File: src/design/srcd_pkg.sv
// srcd_pkg: shared constants, codes and types for the sparse row coordinate decoder.
// No dependencies; compiled first.
package srcd_pkg;

   // Default upper clamp for image width and height.
   localparam int unsigned MAX_DIM_DEF = 4096;

   // Configuration port.
   localparam int unsigned CSR_IDX_W  = 4;
   localparam int unsigned CSR_DATA_W = 13;

   // Field widths of the channel words.
   localparam int unsigned ROW_W = 12;
   localparam int unsigned COL_W = 12;
   localparam int unsigned VAL_W = 2;

   // Register reset values.
   localparam logic [CSR_DATA_W-1:0] WIDTH_RST  = 13'd640;
   localparam logic [CSR_DATA_W-1:0] HEIGHT_RST = 13'd480;

   // Register indexes.
   typedef enum logic [CSR_IDX_W-1:0] {
      CSR_IMAGE_WIDTH  = 4'd0,
      CSR_IMAGE_HEIGHT = 4'd1
   } csr_idx_type;

   // Point types.
   localparam logic [VAL_W-1:0] VAL_NONE  = 2'd0;
   localparam logic [VAL_W-1:0] VAL_TYPE1 = 2'd1;
   localparam logic [VAL_W-1:0] VAL_TYPE2 = 2'd2;
   localparam logic [VAL_W-1:0] VAL_TYPE3 = 2'd3;

   // Decoder phase.
   typedef enum logic [1:0] {
      PH_FLAG   = 2'd0,
      PH_TYPE_A = 2'd1,
      PH_TYPE_B = 2'd2,
      PH_GAP    = 2'd3
   } phase_type;

   // One result word.
   typedef struct packed {
      logic [ROW_W-1:0] row_index;
      logic [COL_W-1:0] column_index;
      logic [VAL_W-1:0] point_value;
      logic             row_end;
      logic             frame_end;
      logic             decode_error;
   } rsp_word_type;

endpackage

File: src/design/srcd_req_if.sv
// srcd_req_if: input channel, one code bit per word, valid/ready handshake.
// Depends on nothing.
interface srcd_req_if;
   logic valid;
   logic ready;
   logic code_bit;

   modport source (output valid, output code_bit, input ready);
   modport sink   (input valid, input code_bit, output ready);
endinterface

File: src/design/srcd_rsp_if.sv
// srcd_rsp_if: result channel, one decoded point or row end per word.
// Depends on srcd_pkg for field widths.
interface srcd_rsp_if;
   logic                         valid;
   logic                         ready;
   logic [srcd_pkg::ROW_W-1:0]   row_index;
   logic [srcd_pkg::COL_W-1:0]   column_index;
   logic [srcd_pkg::VAL_W-1:0]   point_value;
   logic                         row_end;
   logic                         frame_end;
   logic                         decode_error;

   modport source (output valid, output row_index, output column_index, output point_value,
                   output row_end, output frame_end, output decode_error, input ready);
   modport sink   (input valid, input row_index, input column_index, input point_value,
                   input row_end, input frame_end, input decode_error, output ready);
endinterface

File: src/design/srcd_csr_if.sv
// srcd_csr_if: configuration write channel, register index plus write data.
// Depends on srcd_pkg for widths.
interface srcd_csr_if;
   logic                              valid;
   logic                              ready;
   logic [srcd_pkg::CSR_IDX_W-1:0]    index;
   logic [srcd_pkg::CSR_DATA_W-1:0]   data;

   modport source (output valid, output index, output data, input ready);
   modport sink   (input valid, input index, input data, output ready);
endinterface

File: src/design/sparse_row_coordinate_decoder.sv
// sparse_row_coordinate_decoder: serial decoder of sparse image points, row by row.
// Depends on srcd_pkg and the interfaces srcd_req_if, srcd_rsp_if, srcd_csr_if.
//
//  channel  | dir | payload                                               | accepted when
//  ---------+-----+-------------------------------------------------------+---------------
//  req_bus  | in  | code_bit                                              | valid & ready
//  rsp_bus  | out | row_index column_index point_value row_end frame_end  | valid & ready
//           |     | decode_error                                          |
//  csr_bus  | in  | index data (0 image_width, 1 image_height)            | valid & ready
//
// One code bit per cycle while the skid register is empty. Each bit updates the decoder state
// in the cycle it is taken; a word it causes is registered into the output or skid register.
// The output register plus a one-word skid register hold results; req ready
// falls only while the skid register is full, i.e. once two words wait on a stalled receiver.
// Reset (synchronous) restores 640 x 480, row 0, flag phase, both registers empty.
// csr writes are always taken and act on the next bit.
module sparse_row_coordinate_decoder #(
   parameter int unsigned MAX_DIM = srcd_pkg::MAX_DIM_DEF
) (
   input  logic            clock,
   input  logic            reset,
   srcd_req_if.sink        req_bus,
   srcd_rsp_if.source      rsp_bus,
   srcd_csr_if.sink        csr_bus
);

   // LW holds width, height and the next column; RW holds a row; BW counts gap bits.
   localparam int unsigned DIM_BITS = $clog2(MAX_DIM + 1);
   localparam int unsigned LW = (DIM_BITS > srcd_pkg::CSR_DATA_W) ? DIM_BITS
                                                                    : srcd_pkg::CSR_DATA_W;
   localparam int unsigned RW = $clog2(MAX_DIM);
   localparam int unsigned BW = $clog2(LW + 1);

   // ---------------- configuration ----------------
   logic [srcd_pkg::CSR_DATA_W-1:0] width_ff,  width_in;
   logic [srcd_pkg::CSR_DATA_W-1:0] height_ff, height_in;

   assign csr_bus.ready = 1'b1;

   always_comb begin
      width_in  = width_ff;
      height_in = height_ff;
      if (csr_bus.valid) begin
         case (csr_bus.index)
            srcd_pkg::CSR_IMAGE_WIDTH:  width_in  = csr_bus.data;
            srcd_pkg::CSR_IMAGE_HEIGHT: height_in = csr_bus.data;
            default: ;
         endcase
      end
   end

   always_ff @(posedge clock) begin
      if (reset) begin
         width_ff  <= srcd_pkg::WIDTH_RST;
         height_ff <= srcd_pkg::HEIGHT_RST;
      end else begin
         width_ff  <= width_in;
         height_ff <= height_in;
      end
   end

   // Effective dimensions: width clamped to [2, MAX_DIM], height to [1, MAX_DIM].
   logic [LW-1:0] w_eff, h_eff, w_raw, h_raw;
   assign w_raw = LW'(width_ff);
   assign h_raw = LW'(height_ff);
   assign w_eff = (w_raw < LW'(2)) ? LW'(2) : (w_raw > LW'(MAX_DIM)) ? LW'(MAX_DIM) : w_raw;
   assign h_eff = (h_raw < LW'(1)) ? LW'(1) : (h_raw > LW'(MAX_DIM)) ? LW'(MAX_DIM) : h_raw;

   // ---------------- decoder state ----------------
   // cnext is the previous column plus one (0 at row start).
   srcd_pkg::phase_type      phase_ff, phase_in;
   logic [LW-1:0]            cnext_ff, cnext_in;
   logic [RW-1:0]            row_ff,   row_in;
   logic [BW-1:0]            left_ff,  left_in;
   logic [LW-1:0]            acc_ff,   acc_in;
   logic [srcd_pkg::VAL_W-1:0] kind_ff, kind_in;

   logic req_fire;
   logic code;
   assign code     = req_bus.code_bit;
   assign req_fire = req_bus.valid & req_bus.ready;

   // Datapath helpers.
   logic                       kk_last, kk_over, kk_emit;
   logic [srcd_pkg::VAL_W-1:0] kk_kind;
   logic [LW-1:0]              span_m1;
   logic [BW-1:0]              gap_bits;
   logic [LW-1:0]              acc_nx;
   logic [LW:0]                ncol;
   logic                       gap_done, gap_over;
   logic [LW:0]                row_p1;
   logic                       last_row;

   assign kk_last = (cnext_ff == w_eff - LW'(1));
   assign kk_over = (cnext_ff >= w_eff);
   assign kk_emit = kk_last | kk_over;
   assign kk_kind = (phase_ff == srcd_pkg::PH_TYPE_A) ? srcd_pkg::VAL_TYPE1 :
                    code ? srcd_pkg::VAL_TYPE2 : srcd_pkg::VAL_TYPE3;
   assign span_m1 = w_eff - cnext_ff - LW'(1);

   // Gap length: bit length of span_m1, at least one.
   always_comb begin
      gap_bits = BW'(1);
      for (int i = 0; i < LW; i++) begin
         if (span_m1[i]) gap_bits = BW'(i + 1);
      end
   end

   assign acc_nx   = {acc_ff[LW-2:0], code};
   assign ncol     = {1'b0, cnext_ff} + {1'b0, acc_nx};
   assign gap_done = (left_ff == BW'(1));
   assign gap_over = (ncol >= {1'b0, w_eff});
   assign row_p1   = (LW + 1)'(row_ff) + (LW + 1)'(1);
   assign last_row = (row_p1 >= {1'b0, h_eff});

   // Next phase.
   always_comb begin
      phase_in = phase_ff;
      unique case (phase_ff)
         srcd_pkg::PH_FLAG:   phase_in = code ? srcd_pkg::PH_TYPE_A : srcd_pkg::PH_FLAG;
         srcd_pkg::PH_TYPE_A: begin
            if (!code)        phase_in = srcd_pkg::PH_TYPE_B;
            else if (kk_emit) phase_in = srcd_pkg::PH_FLAG;
            else              phase_in = srcd_pkg::PH_GAP;
         end
         srcd_pkg::PH_TYPE_B: phase_in = kk_emit ? srcd_pkg::PH_FLAG : srcd_pkg::PH_GAP;
         srcd_pkg::PH_GAP:    phase_in = gap_done ? srcd_pkg::PH_FLAG : srcd_pkg::PH_GAP;
         default:             phase_in = srcd_pkg::PH_FLAG;
      endcase
   end

   // Result word and datapath next values.
   logic                   res_valid;
   srcd_pkg::rsp_word_type res_word;
   logic                   res_rend;

   always_comb begin
      res_valid = 1'b0;
      res_rend  = 1'b0;
      res_word  = '0;
      cnext_in  = cnext_ff;
      row_in    = row_ff;
      left_in   = left_ff;
      acc_in    = acc_ff;
      kind_in   = kind_ff;
      case (phase_ff) inside
         srcd_pkg::PH_FLAG: begin
            if (!code) begin
               res_valid = 1'b1;
               res_rend  = 1'b1;
            end
         end
         srcd_pkg::PH_TYPE_A, srcd_pkg::PH_TYPE_B: begin
            if (code || phase_ff == srcd_pkg::PH_TYPE_B) begin
               kind_in = kk_kind;
               if (kk_last) begin
                  // gap omitted: point lands in the last column
                  res_valid                 = 1'b1;
                  res_rend                  = 1'b1;
                  res_word.column_index     = srcd_pkg::COL_W'(w_eff - LW'(1));
                  res_word.point_value      = kk_kind;
               end else if (kk_over) begin
                  // width shrank under the row
                  res_valid             = 1'b1;
                  res_rend              = 1'b1;
                  res_word.decode_error = 1'b1;
               end else begin
                  left_in = gap_bits;
                  acc_in  = '0;
               end
            end
         end
         default: begin
            // gap bits, MSB first
            acc_in  = acc_nx;
            left_in = left_ff - BW'(1);
            if (gap_done) begin
               res_valid = 1'b1;
               if (gap_over) begin
                  res_rend              = 1'b1;
                  res_word.decode_error = 1'b1;
               end else begin
                  cnext_in              = LW'(ncol + (LW + 1)'(1));
                  res_word.column_index = srcd_pkg::COL_W'(ncol);
                  res_word.point_value  = kind_ff;
                  res_rend              = (ncol == {1'b0, w_eff} - (LW + 1)'(1));
               end
            end
         end
      endcase
      res_word.row_index = srcd_pkg::ROW_W'(row_ff);
      res_word.row_end   = res_rend;
      if (res_rend) begin
         res_word.frame_end = last_row;
         row_in             = last_row ? '0 : RW'(row_p1);
         cnext_in           = '0;
         acc_in             = '0;
         left_in            = '0;
      end
   end

   always_ff @(posedge clock) begin
      if (reset) begin
         phase_ff <= srcd_pkg::PH_FLAG;
         cnext_ff <= '0;
         row_ff   <= '0;
         left_ff  <= '0;
         acc_ff   <= '0;
         kind_ff  <= srcd_pkg::VAL_NONE;
      end else if (req_fire) begin
         phase_ff <= phase_in;
         cnext_ff <= cnext_in;
         row_ff   <= row_in;
         left_ff  <= left_in;
         acc_ff   <= acc_in;
         kind_ff  <= kind_in;
      end
   end

   // ---------------- output register and skid ----------------
   logic                   out_valid_ff, out_valid_in;
   srcd_pkg::rsp_word_type out_word_ff,  out_word_in;
   logic                   skid_valid_ff, skid_valid_in;
   srcd_pkg::rsp_word_type skid_word_ff,  skid_word_in;
   logic                   out_take, new_word;

   assign out_take = out_valid_ff & rsp_bus.ready;
   assign new_word = req_fire & res_valid;
   assign req_bus.ready = ~skid_valid_ff;

   always_comb begin
      out_valid_in  = out_valid_ff;
      out_word_in   = out_word_ff;
      skid_valid_in = skid_valid_ff;
      skid_word_in  = skid_word_ff;
      if (skid_valid_ff) begin
         // input is held off; drain skid into output when taken
         if (out_take) begin
            out_word_in   = skid_word_ff;
            skid_valid_in = 1'b0;
         end
      end else if (!out_valid_ff || out_take) begin
         out_valid_in = new_word;
         if (new_word) out_word_in = res_word;
      end else if (new_word) begin
         skid_valid_in = 1'b1;
         skid_word_in  = res_word;
      end
   end

   always_ff @(posedge clock) begin
      if (reset) begin
         out_valid_ff  <= 1'b0;
         skid_valid_ff <= 1'b0;
      end else begin
         out_valid_ff  <= out_valid_in;
         skid_valid_ff <= skid_valid_in;
      end
   end

   always_ff @(posedge clock) begin
      out_word_ff  <= out_word_in;
      skid_word_ff <= skid_word_in;
   end

   assign rsp_bus.valid        = out_valid_ff;
   assign rsp_bus.row_index    = out_word_ff.row_index;
   assign rsp_bus.column_index = out_word_ff.column_index;
   assign rsp_bus.point_value  = out_word_ff.point_value;
   assign rsp_bus.row_end      = out_word_ff.row_end;
   assign rsp_bus.frame_end    = out_word_ff.frame_end;
   assign rsp_bus.decode_error = out_word_ff.decode_error;

   // ---------------- assertions ----------------
   a_skid_behind_out: assert property (@(posedge clock) disable iff (reset)
      skid_valid_ff |-> out_valid_ff)
      else $error("skid register full while output register empty");

   a_gap_count_live: assert property (@(posedge clock) disable iff (reset)
      phase_ff == srcd_pkg::PH_GAP |-> left_ff != '0)
      else $error("gap phase with no bits left");

   a_frame_end_row_end: assert property (@(posedge clock) disable iff (reset)
      out_valid_ff && out_word_ff.frame_end |-> out_word_ff.row_end)
      else $error("frame end without row end");

   a_error_word: assert property (@(posedge clock) disable iff (reset)
      out_valid_ff && out_word_ff.decode_error |->
         out_word_ff.row_end && out_word_ff.point_value == srcd_pkg::VAL_NONE)
      else $error("error word malformed");

   a_row_restart: assert property (@(posedge clock) disable iff (reset)
      req_fire && res_valid && res_word.frame_end |=> row_ff == '0)
      else $error("row not restarted after frame end");

endmodule

File: src/flat_wrapper.sv
// flat-port wrapper written by rule: the top's interface ports become plain ports
module sparse_row_coordinate_decoder_flat 
#(
   parameter int unsigned MAX_DIM = srcd_pkg::MAX_DIM_DEF
)
  (clock, reset, req_bus_valid, req_bus_code_bit, req_bus_ready, rsp_bus_valid, rsp_bus_row_index, rsp_bus_column_index, rsp_bus_point_value, rsp_bus_row_end, rsp_bus_frame_end, rsp_bus_decode_error, rsp_bus_ready, csr_bus_valid, csr_bus_index, csr_bus_data, csr_bus_ready);
  srcd_req_if req_bus_i ();
  srcd_rsp_if rsp_bus_i ();
  srcd_csr_if csr_bus_i ();
  input  logic clock;
  input  logic reset;
  input wire logic [$bits(req_bus_i.valid)-1:0] req_bus_valid;
  input wire logic [$bits(req_bus_i.code_bit)-1:0] req_bus_code_bit;
  output wire logic [$bits(req_bus_i.ready)-1:0] req_bus_ready;
  output wire logic [$bits(rsp_bus_i.valid)-1:0] rsp_bus_valid;
  output wire logic [$bits(rsp_bus_i.row_index)-1:0] rsp_bus_row_index;
  output wire logic [$bits(rsp_bus_i.column_index)-1:0] rsp_bus_column_index;
  output wire logic [$bits(rsp_bus_i.point_value)-1:0] rsp_bus_point_value;
  output wire logic [$bits(rsp_bus_i.row_end)-1:0] rsp_bus_row_end;
  output wire logic [$bits(rsp_bus_i.frame_end)-1:0] rsp_bus_frame_end;
  output wire logic [$bits(rsp_bus_i.decode_error)-1:0] rsp_bus_decode_error;
  input wire logic [$bits(rsp_bus_i.ready)-1:0] rsp_bus_ready;
  input wire logic [$bits(csr_bus_i.valid)-1:0] csr_bus_valid;
  input wire logic [$bits(csr_bus_i.index)-1:0] csr_bus_index;
  input wire logic [$bits(csr_bus_i.data)-1:0] csr_bus_data;
  output wire logic [$bits(csr_bus_i.ready)-1:0] csr_bus_ready;
  assign req_bus_i.valid = req_bus_valid;
  assign req_bus_i.code_bit = req_bus_code_bit;
  assign req_bus_ready = req_bus_i.ready;
  assign rsp_bus_valid = rsp_bus_i.valid;
  assign rsp_bus_row_index = rsp_bus_i.row_index;
  assign rsp_bus_column_index = rsp_bus_i.column_index;
  assign rsp_bus_point_value = rsp_bus_i.point_value;
  assign rsp_bus_row_end = rsp_bus_i.row_end;
  assign rsp_bus_frame_end = rsp_bus_i.frame_end;
  assign rsp_bus_decode_error = rsp_bus_i.decode_error;
  assign rsp_bus_i.ready = rsp_bus_ready;
  assign csr_bus_i.valid = csr_bus_valid;
  assign csr_bus_i.index = csr_bus_index;
  assign csr_bus_i.data = csr_bus_data;
  assign csr_bus_ready = csr_bus_i.ready;
  sparse_row_coordinate_decoder #(.MAX_DIM(MAX_DIM)) u_core (.clock(clock), .reset(reset), .req_bus(req_bus_i), .rsp_bus(rsp_bus_i), .csr_bus(csr_bus_i));
endmodule
File: config.mk
export PLATFORM = sky130hd
export DESIGN_NAME = sparse_row_coordinate_decoder_flat
export DESIGN_NICKNAME = d
export VERILOG_FILES = /design/src/design/srcd_pkg.sv /design/src/design/srcd_req_if.sv /design/src/design/srcd_rsp_if.sv /design/src/design/srcd_csr_if.sv /design/src/design/sparse_row_coordinate_decoder.sv /design/src/flat_wrapper.sv
export SDC_FILE = /design/constraint.sdc
export NUM_CORES = 1
export LEC_CHECK = 0
export ABC_AREA = 1
export BUFFER_PORTS_ARGS = -buffer_cell sky130_fd_sc_hd__buf_4
export CAP_MARGIN = 20
export CORE_MARGIN = 4
export CORE_UTILIZATION = 56
export CTS_BUF_LIST = sky130_fd_sc_hd__clkbuf_4 sky130_fd_sc_hd__clkbuf_8
export CTS_CLUSTER_DIAMETER = 30
export DETAILED_ROUTE_END_ITERATION = 8
export PLACE_DENSITY = 0.71
export SLEW_MARGIN = 0
export SYNTH_ARGS = -nofsm -noshare
export SYNTH_HDL_FRONTEND = slang
export SYNTH_SLANG_ARGS = --single-unit
export TNS_END_PERCENT = 30
File: constraint.sdc
create_clock -name clock -period 6.7 [get_ports clock]
set_clock_uncertainty 0.2 [all_clocks]
set_input_delay 1.005 -clock clock [delete_from_list [all_inputs] [get_ports clock]]
set_output_delay 1.005 -clock clock [all_outputs]
set_load 0.03 [all_outputs]
==> flow_summary.yaml, run 1 <==
place:
  post-place-cells: 1534
  postPlaceCellArea_um2: 9677
  gpl.final_weighted_congestion: 0.9690
  post-place-ws_ns: 1.435
  hpwlAfterDp_um: 18170
  io_buffers: 53
sta:
  rsz0062_at_grt: "no"
  min_period_ns: 4.967
  timing.final.crit_share_pct: 74.13
  final_critical_path_setup_slack_ns: 1.733
  report.final.hold_viol_count: 0
  worst_hold_slack_ns: 0.2373
  tightest_slew_ns: 1.060
  setup_tns_final_ns: 0
  normalized_max_slew_margin_pct: 29.26
  maxClockFrequency_mhz: 201.3
  final-setup-viol-count: 0
  timing.final.max_slew_violations: 0
synthesis:
  syn-cell-area_um2: 9111
  ys_warn_count: 0
  synth_top_cell_area_share_pct: 19.12
  synth_nets: 1390
  synth_enable_flop_cells: 58
  yosysSeqAreaShare_pct: 35.16
  netlist.top_cell.by_area: "edfxtp_1"
  synthesis.area_per_instance_um2: 7.052
  async_flop_share_pct: 0
  synthCells: 1292
  synth.ff_latch_count: 131
  post_synth_num_cell_types: 48
  synth_top_cells_by_area: "edfxtp_1 (19%), dfxtp_1 (16%), nand2_1 (15%), ha_1 (10%), nor2_1 (6.1%)"
  synth_ff_type: "dfxtp_1"
cts:
  worst_skew_pair.late_latency_ns: 0.46
  cts-htree-levels: 4
  cts_buffers: 17
  cts_max_path_buffers: 2
  cts_hold_repair.buffers: 0
  post-cts-setup-buffer-count: 0
  cts_tree: "done"
  cts.sinks: 131
  post_cts.resized_instances: 0
  ctsRootBufferMaster: "clkbuf_8"
  path_clk_slew_ns: 0.09
cells_and_area:
  layout_common_cells: "nand2_1 (357), nor2_1 (147), inv_1 (139)"
  layout.core_utilization_pct: 63.33
  post-route-cell-area_um2: 10060
  diodes: 0
  instances_no_fill: 1567
  mostFrequentLayoutCell: "nand2_1"
  area.growth.synth_to_final_pct: 10.41
  num-nets-final: 1436
  final_layout_size_suffix_gt1_share_pct: 9.771
global_routing:
  grt_max_degree: 46
  grt_overflow_total: 0
  grt_pass1_wl_um: 38700
  global_route.usage.total_pct: 26.42
  grt_pass1_vias: 7521
  antenna_found_initial: 0
setup_path:
  timing.critical_path.from_type: "flop"
  crit_required_ns: 6.66
  critPathKind: "reg -> reg"
  cp_max_fo: 18
  endpoint_kind: "flop"
  cp.arrival_ns: 4.93
power_and_ir_drop:
  static-leakage-power_nw: 4.706
  report.power.total_mw: 2.092
  power.density_cell_area_nw_per_um2: 207.9
  ir_worst_vdd_mv: 0.1124
floorplan:
  area_enclosed_by_the_die_boundary_um2: 18380
  initial_util_pct: 57.36
  core-area_um2: 15890
  die_ht_um: 135.6
  ports_placed_on_the_boundary: 55
  chip_width_um: 135.6
  num_rows: 46
status:
  status: "finished, final reports clean"
drt:
  route.vias.total: 8411
  viasPerCell: 5.368
  drcViolationCount: 0
  drt_iter0_drc: 823
  drt_first_pass_iters: 5
  wl_per_cell_um: 15.09
  ant_nets: 0
  drt_wl_total_um: 23650
hold_path:
  min_path_type: "reg -> reg"
flow_run:
  max_cap_viol_count: 0
worst max-delay path, stage by stage, from the launching register on:
cell and delay (ns):
dfxtp_1 0.44, nor2_1 0.06, nand2_1 0.08, nor2_2 0.05
nand2_2 0.07, nand2_4 0.12, a21boi_1 0.48, ha_1 0.30
nand2_1 0.12, inv_1 0.15, nand2_1 0.11, nand2_1 0.15
nand2_1 0.10, nand2_1 0.07, nand2_1 0.07, clkinv_1 0.05
nand3_1 0.08, nor2_2 0.16, nand3_2 0.18, nand3b_1 0.17
nand2_2 0.22, inv_2 0.28, nand3_1 0.13, inv_1 0.50
buf_4 0.31
worst paths after layout:
check                    startpoint                      end  slack (ns)  depth (start not counted)
hold reg to reg   u_core.row_ff[10]  u_core.skid_word_ff[27]        0.24                          0
hold / removal    u_core.row_ff[10]  u_core.skid_word_ff[27]        0.24                          0
setup reg to reg    u_core.w_raw[4]  u_core.skid_word_ff[20]        1.73                         24
setup / recovery    u_core.w_raw[4]  u_core.skid_word_ff[20]        1.73                         24
routing by layer:
metal	routed length, um	track usage [%]
met3	1537	6.315
met1	11430	38.16
met2	10190	39.85
met4	491	6.999
met5	0	0
registers in the layout (all words and copies together) (netlist names), 2 cells and up:
register                     flops
u_core.rsp_bus.point_value       2
u_core.row_ff                   12
u_core.kind_ff                   2
u_core.cnext_ff                 13
u_core.rsp_bus.column_index     12
u_core.h_raw                    13
u_core.rsp_bus.row_index        12
u_core.skid_word_ff             29
u_core.phase_ff                  2
u_core.acc_ff                   12
u_core.left_ff                   4
u_core.w_raw                    13
kinds of logic (layout without fill, tap and decap cells):
kind of cell | Yosys count | in the layout | synth area share [%]
and+or+nand+nor | 659 | 659 | 30.35
AOI/OAI and AO/OA | 200 | 200 | 11.95
buffers and inverters | 184 | 243 | 8.006
DFF | 131 | 131 | 35.16
adders and majority gates | 75 | 75 | 10.46
xor gates and xnor gates | 42 | 42 | 4.037
other | 1 | 1 | 0.04116
where the power goes:
part           switching, mW  internal, mW  leakage, nW
Clock                  0.376         0.273        0.184
Combinational          0.354         0.182         3.39
Sequential            0.0325         0.874         1.13
Total                  0.762          1.33         4.71
area by class of cell:
type	count	area, um^2
timing repair buffer	63	473.0
clock inverter	15	141.4
clock buffer	17	234.0
multi-input combinational	977	5182
tap	216	270.3
inverter	148	555.5
sequential	131	3203
fill	1526	5826
cell usage after synthesis, types with 2 or more instances:
| cell type | instances |
|---|---|
| inv_2 | 6 |
| nand3b_1 | 4 |
| o21a_1 | 5 |
| nand2_1 | 357 |
| clkinv_1 | 3 |
| o21ai_0 | 73 |
| a31oi_1 | 7 |
| nand2_2 | 9 |
| xnor2_1 | 13 |
| buf_2 | 4 |
| ha_1 | 73 |
| o41ai_1 | 2 |
| inv_1 | 139 |
| nand4_1 | 11 |
| buf_4 | 3 |
| o21bai_1 | 3 |
| nand3_2 | 2 |
| or2_2 | 8 |
| o21ai_1 | 4 |
| edfxtp_1 | 58 |
| xor2_1 | 29 |
| buf_6 | 3 |
| nand3_1 | 91 |
| fa_1 | 2 |
| o211ai_1 | 4 |
| nor4_1 | 6 |
| nor2_4 | 3 |
| a21oi_1 | 92 |
| nor3_1 | 13 |
| nor2_2 | 5 |
| nor2_1 | 147 |
| dfxtp_1 | 73 |
| clkbuf_1 | 25 |
Power figures use the tool's default switching activity.
==> inputs of run 2 (changes only) <==
PLACE_DENSITY = 0.74   (was 0.71)
clock period = 4.15 ns   (was 6.7 ns; I/O delays follow)
==> run 2 against run 1 <==
  * Via count up 4.0%
  * Clock power grew 63%
  * Global-route usage up 0.47 points
  * Highest routed layer unchanged
  * Sequential share of layout area shrank 1.5 points
  * Critical endpoint is now u_core.skid_word_ff[15]
==> flow_summary.yaml, run 2 (synthesis results as in run 1) <==
setup_path:
  endpoint_kind: "flop"
  cp_top_family: "simple AND/OR/NAND/NOR gates"
  critical_path.cell_chain: "nor2_1 > nand2_1 > nor2_1 > nand2_2 > nand2_8 > nand2_1 > inv_1 > ha_1 > nand2_1 > nor4_2 > a31oi_2 > or2_2 > nand3b_1 > nand2_2 > inv_2 > nand3_1 > inv_1 > buf_12"
  regToRegStartpoint: "u_core.w_raw[9]"
  timing.critical_path.from_type: "flop"
  crit_required_ns: 4.10
  timing.critical_path.mode_cell: "nand2_1"
  cp_buf_inv_count: 4
  cp_max_fo: 29
  cpPeakStageDelay_ns: 0.41
  cp.arrival_ns: 3.82
  slack_of_the_worst_reg_to_reg_path_ns: 0.28
  critical_path.slowest_cell: "ha_1"
  critical_path.startpoint: "u_core.w_raw[9]"
  critPathKind: "reg -> reg"
floorplan:
  num_rows: 46
  die_ht_um: 135.6
  chip_width_um: 135.6
  core-area_um2: 15890
  initial_util_pct: 57.36
  ports_placed_on_the_boundary: 55
  area_enclosed_by_the_die_boundary_um2: 18380
sta:
  normalized_max_slew_margin_pct: 26.99
  final-setup-viol-count: 0
  setup_tns_final_ns: 0
  min_period_ns: 3.869
  timing.final.crit_share_pct: 93.23
  final_critical_path_setup_slack_ns: 0.2811
  tightest_slew_ns: 1.094
  report.final.hold_viol_count: 0
  rsz0062_at_grt: "yes"
  maxClockFrequency_mhz: 258.5
  worst_hold_slack_ns: 0.1734
  timing.final.max_slew_violations: 0
cells_and_area:
  num-nets-final: 1487
  fillCellCount: 1429
  layout_common_cells: "nand2_1 (355), nor2_1 (145), inv_1 (138)"
  final_layout_size_suffix_gt1_share_pct: 14.12
  instances_no_fill: 1618
  area.growth.synth_to_final_pct: 15.94
  post-route-cell-area_um2: 10560
  mostFrequentLayoutCell: "nand2_1"
  layout.core_utilization_pct: 66.50
  number_of_flip_flops_under_the_largest_register_name: 29
  top_register: "u_core.skid_word_ff"
  diodes: 0
cts:
  ctsRootBufferMaster: "clkbuf_8"
  post_cts.resized_instances: 0
  cts_buffers: 17
  worst_skew_pair.late_latency_ns: 0.45
  cts-htree-levels: 4
  cts_max_path_buffers: 2
  path_clk_slew_ns: 0.09
  cts.sinks: 131
  cts_tree: "done"
  cts_hold_repair.buffers: 0
  post-cts-setup-buffer-count: 0
drt:
  wl_per_cell_um: 15.00
  drcViolationCount: 0
  drt_first_pass_iters: 6
  route.vias.total: 8751
  viasPerCell: 5.409
  drt_wl_total_um: 24260
  ant_nets: 0
  drt_iter0_drc: 879
global_routing:
  global_route.usage.total_pct: 26.89
  grt_pass1_wl_um: 39020
  grt_max_degree: 45
  grt_overflow_total: 0
  grt_pass1_vias: 7745
  antenna_found_initial: 0
flow_run:
  max_cap_viol_count: 0
status:
  status: "finished, final reports clean"
hold_path:
  min_path_type: "in -> reg"
  min-delay-start: "csr_bus_data[6]"
place:
  hpwlAfterDp_um: 19050
  io_buffers: 53
  gpl.final_weighted_congestion: 0.9973
  postPlaceCellArea_um2: 10120
  post-place-cells: 1586
  post-place-ws_ns: -0.1319
power_and_ir_drop:
  ir_worst_vdd_mv: 0.1738
  static-leakage-power_nw: 5.001
  report.power.total_mw: 3.472
  power.density_cell_area_nw_per_um2: 328.6
run 2: cell type report:
type                            count  area [um^2]  share of cell area (%)
Multi-Input combinational cell    977         5243                   49.63
Tap cell                          216        270.3                   2.558
Sequential cell                   131         3208                   30.37
Clock buffer                       17        234.0                   2.215
Inverter                          148        555.5                   5.259
Clock inverter                     15        143.9                   1.362
Timing Repair Buffer              114        909.6                   8.611
run 2: power by group:
group          switching, mW  total [mW]  internal (mW)
Combinational          0.602       0.957          0.354
Sequential            0.0463        1.46           1.41
Clock                  0.570        1.06          0.488
run 2: final timing paths:
kind,endpoint,cells after the start
setup / recovery,u_core.skid_word_ff[15],18
hold / removal,u_core.h_raw[6],3
setup reg to reg,u_core.skid_word_ff[15],18
hold reg to reg,u_core.skid_word_ff[28],0
run 2: tightest hold or removal path: cells and delay by family:
kind / cells / cell delay, ns
AND/OR/NAND/NOR: 2 / 0.09
buffers and inverters: 1 / 0.08
run 2: per-layer routing:
layer	part of all wire [%]	global-route usage, %
met4	2.0	8.679
met2	45	41.79
met1	47	38.85
met3	6.1	3.752
met5	0	0
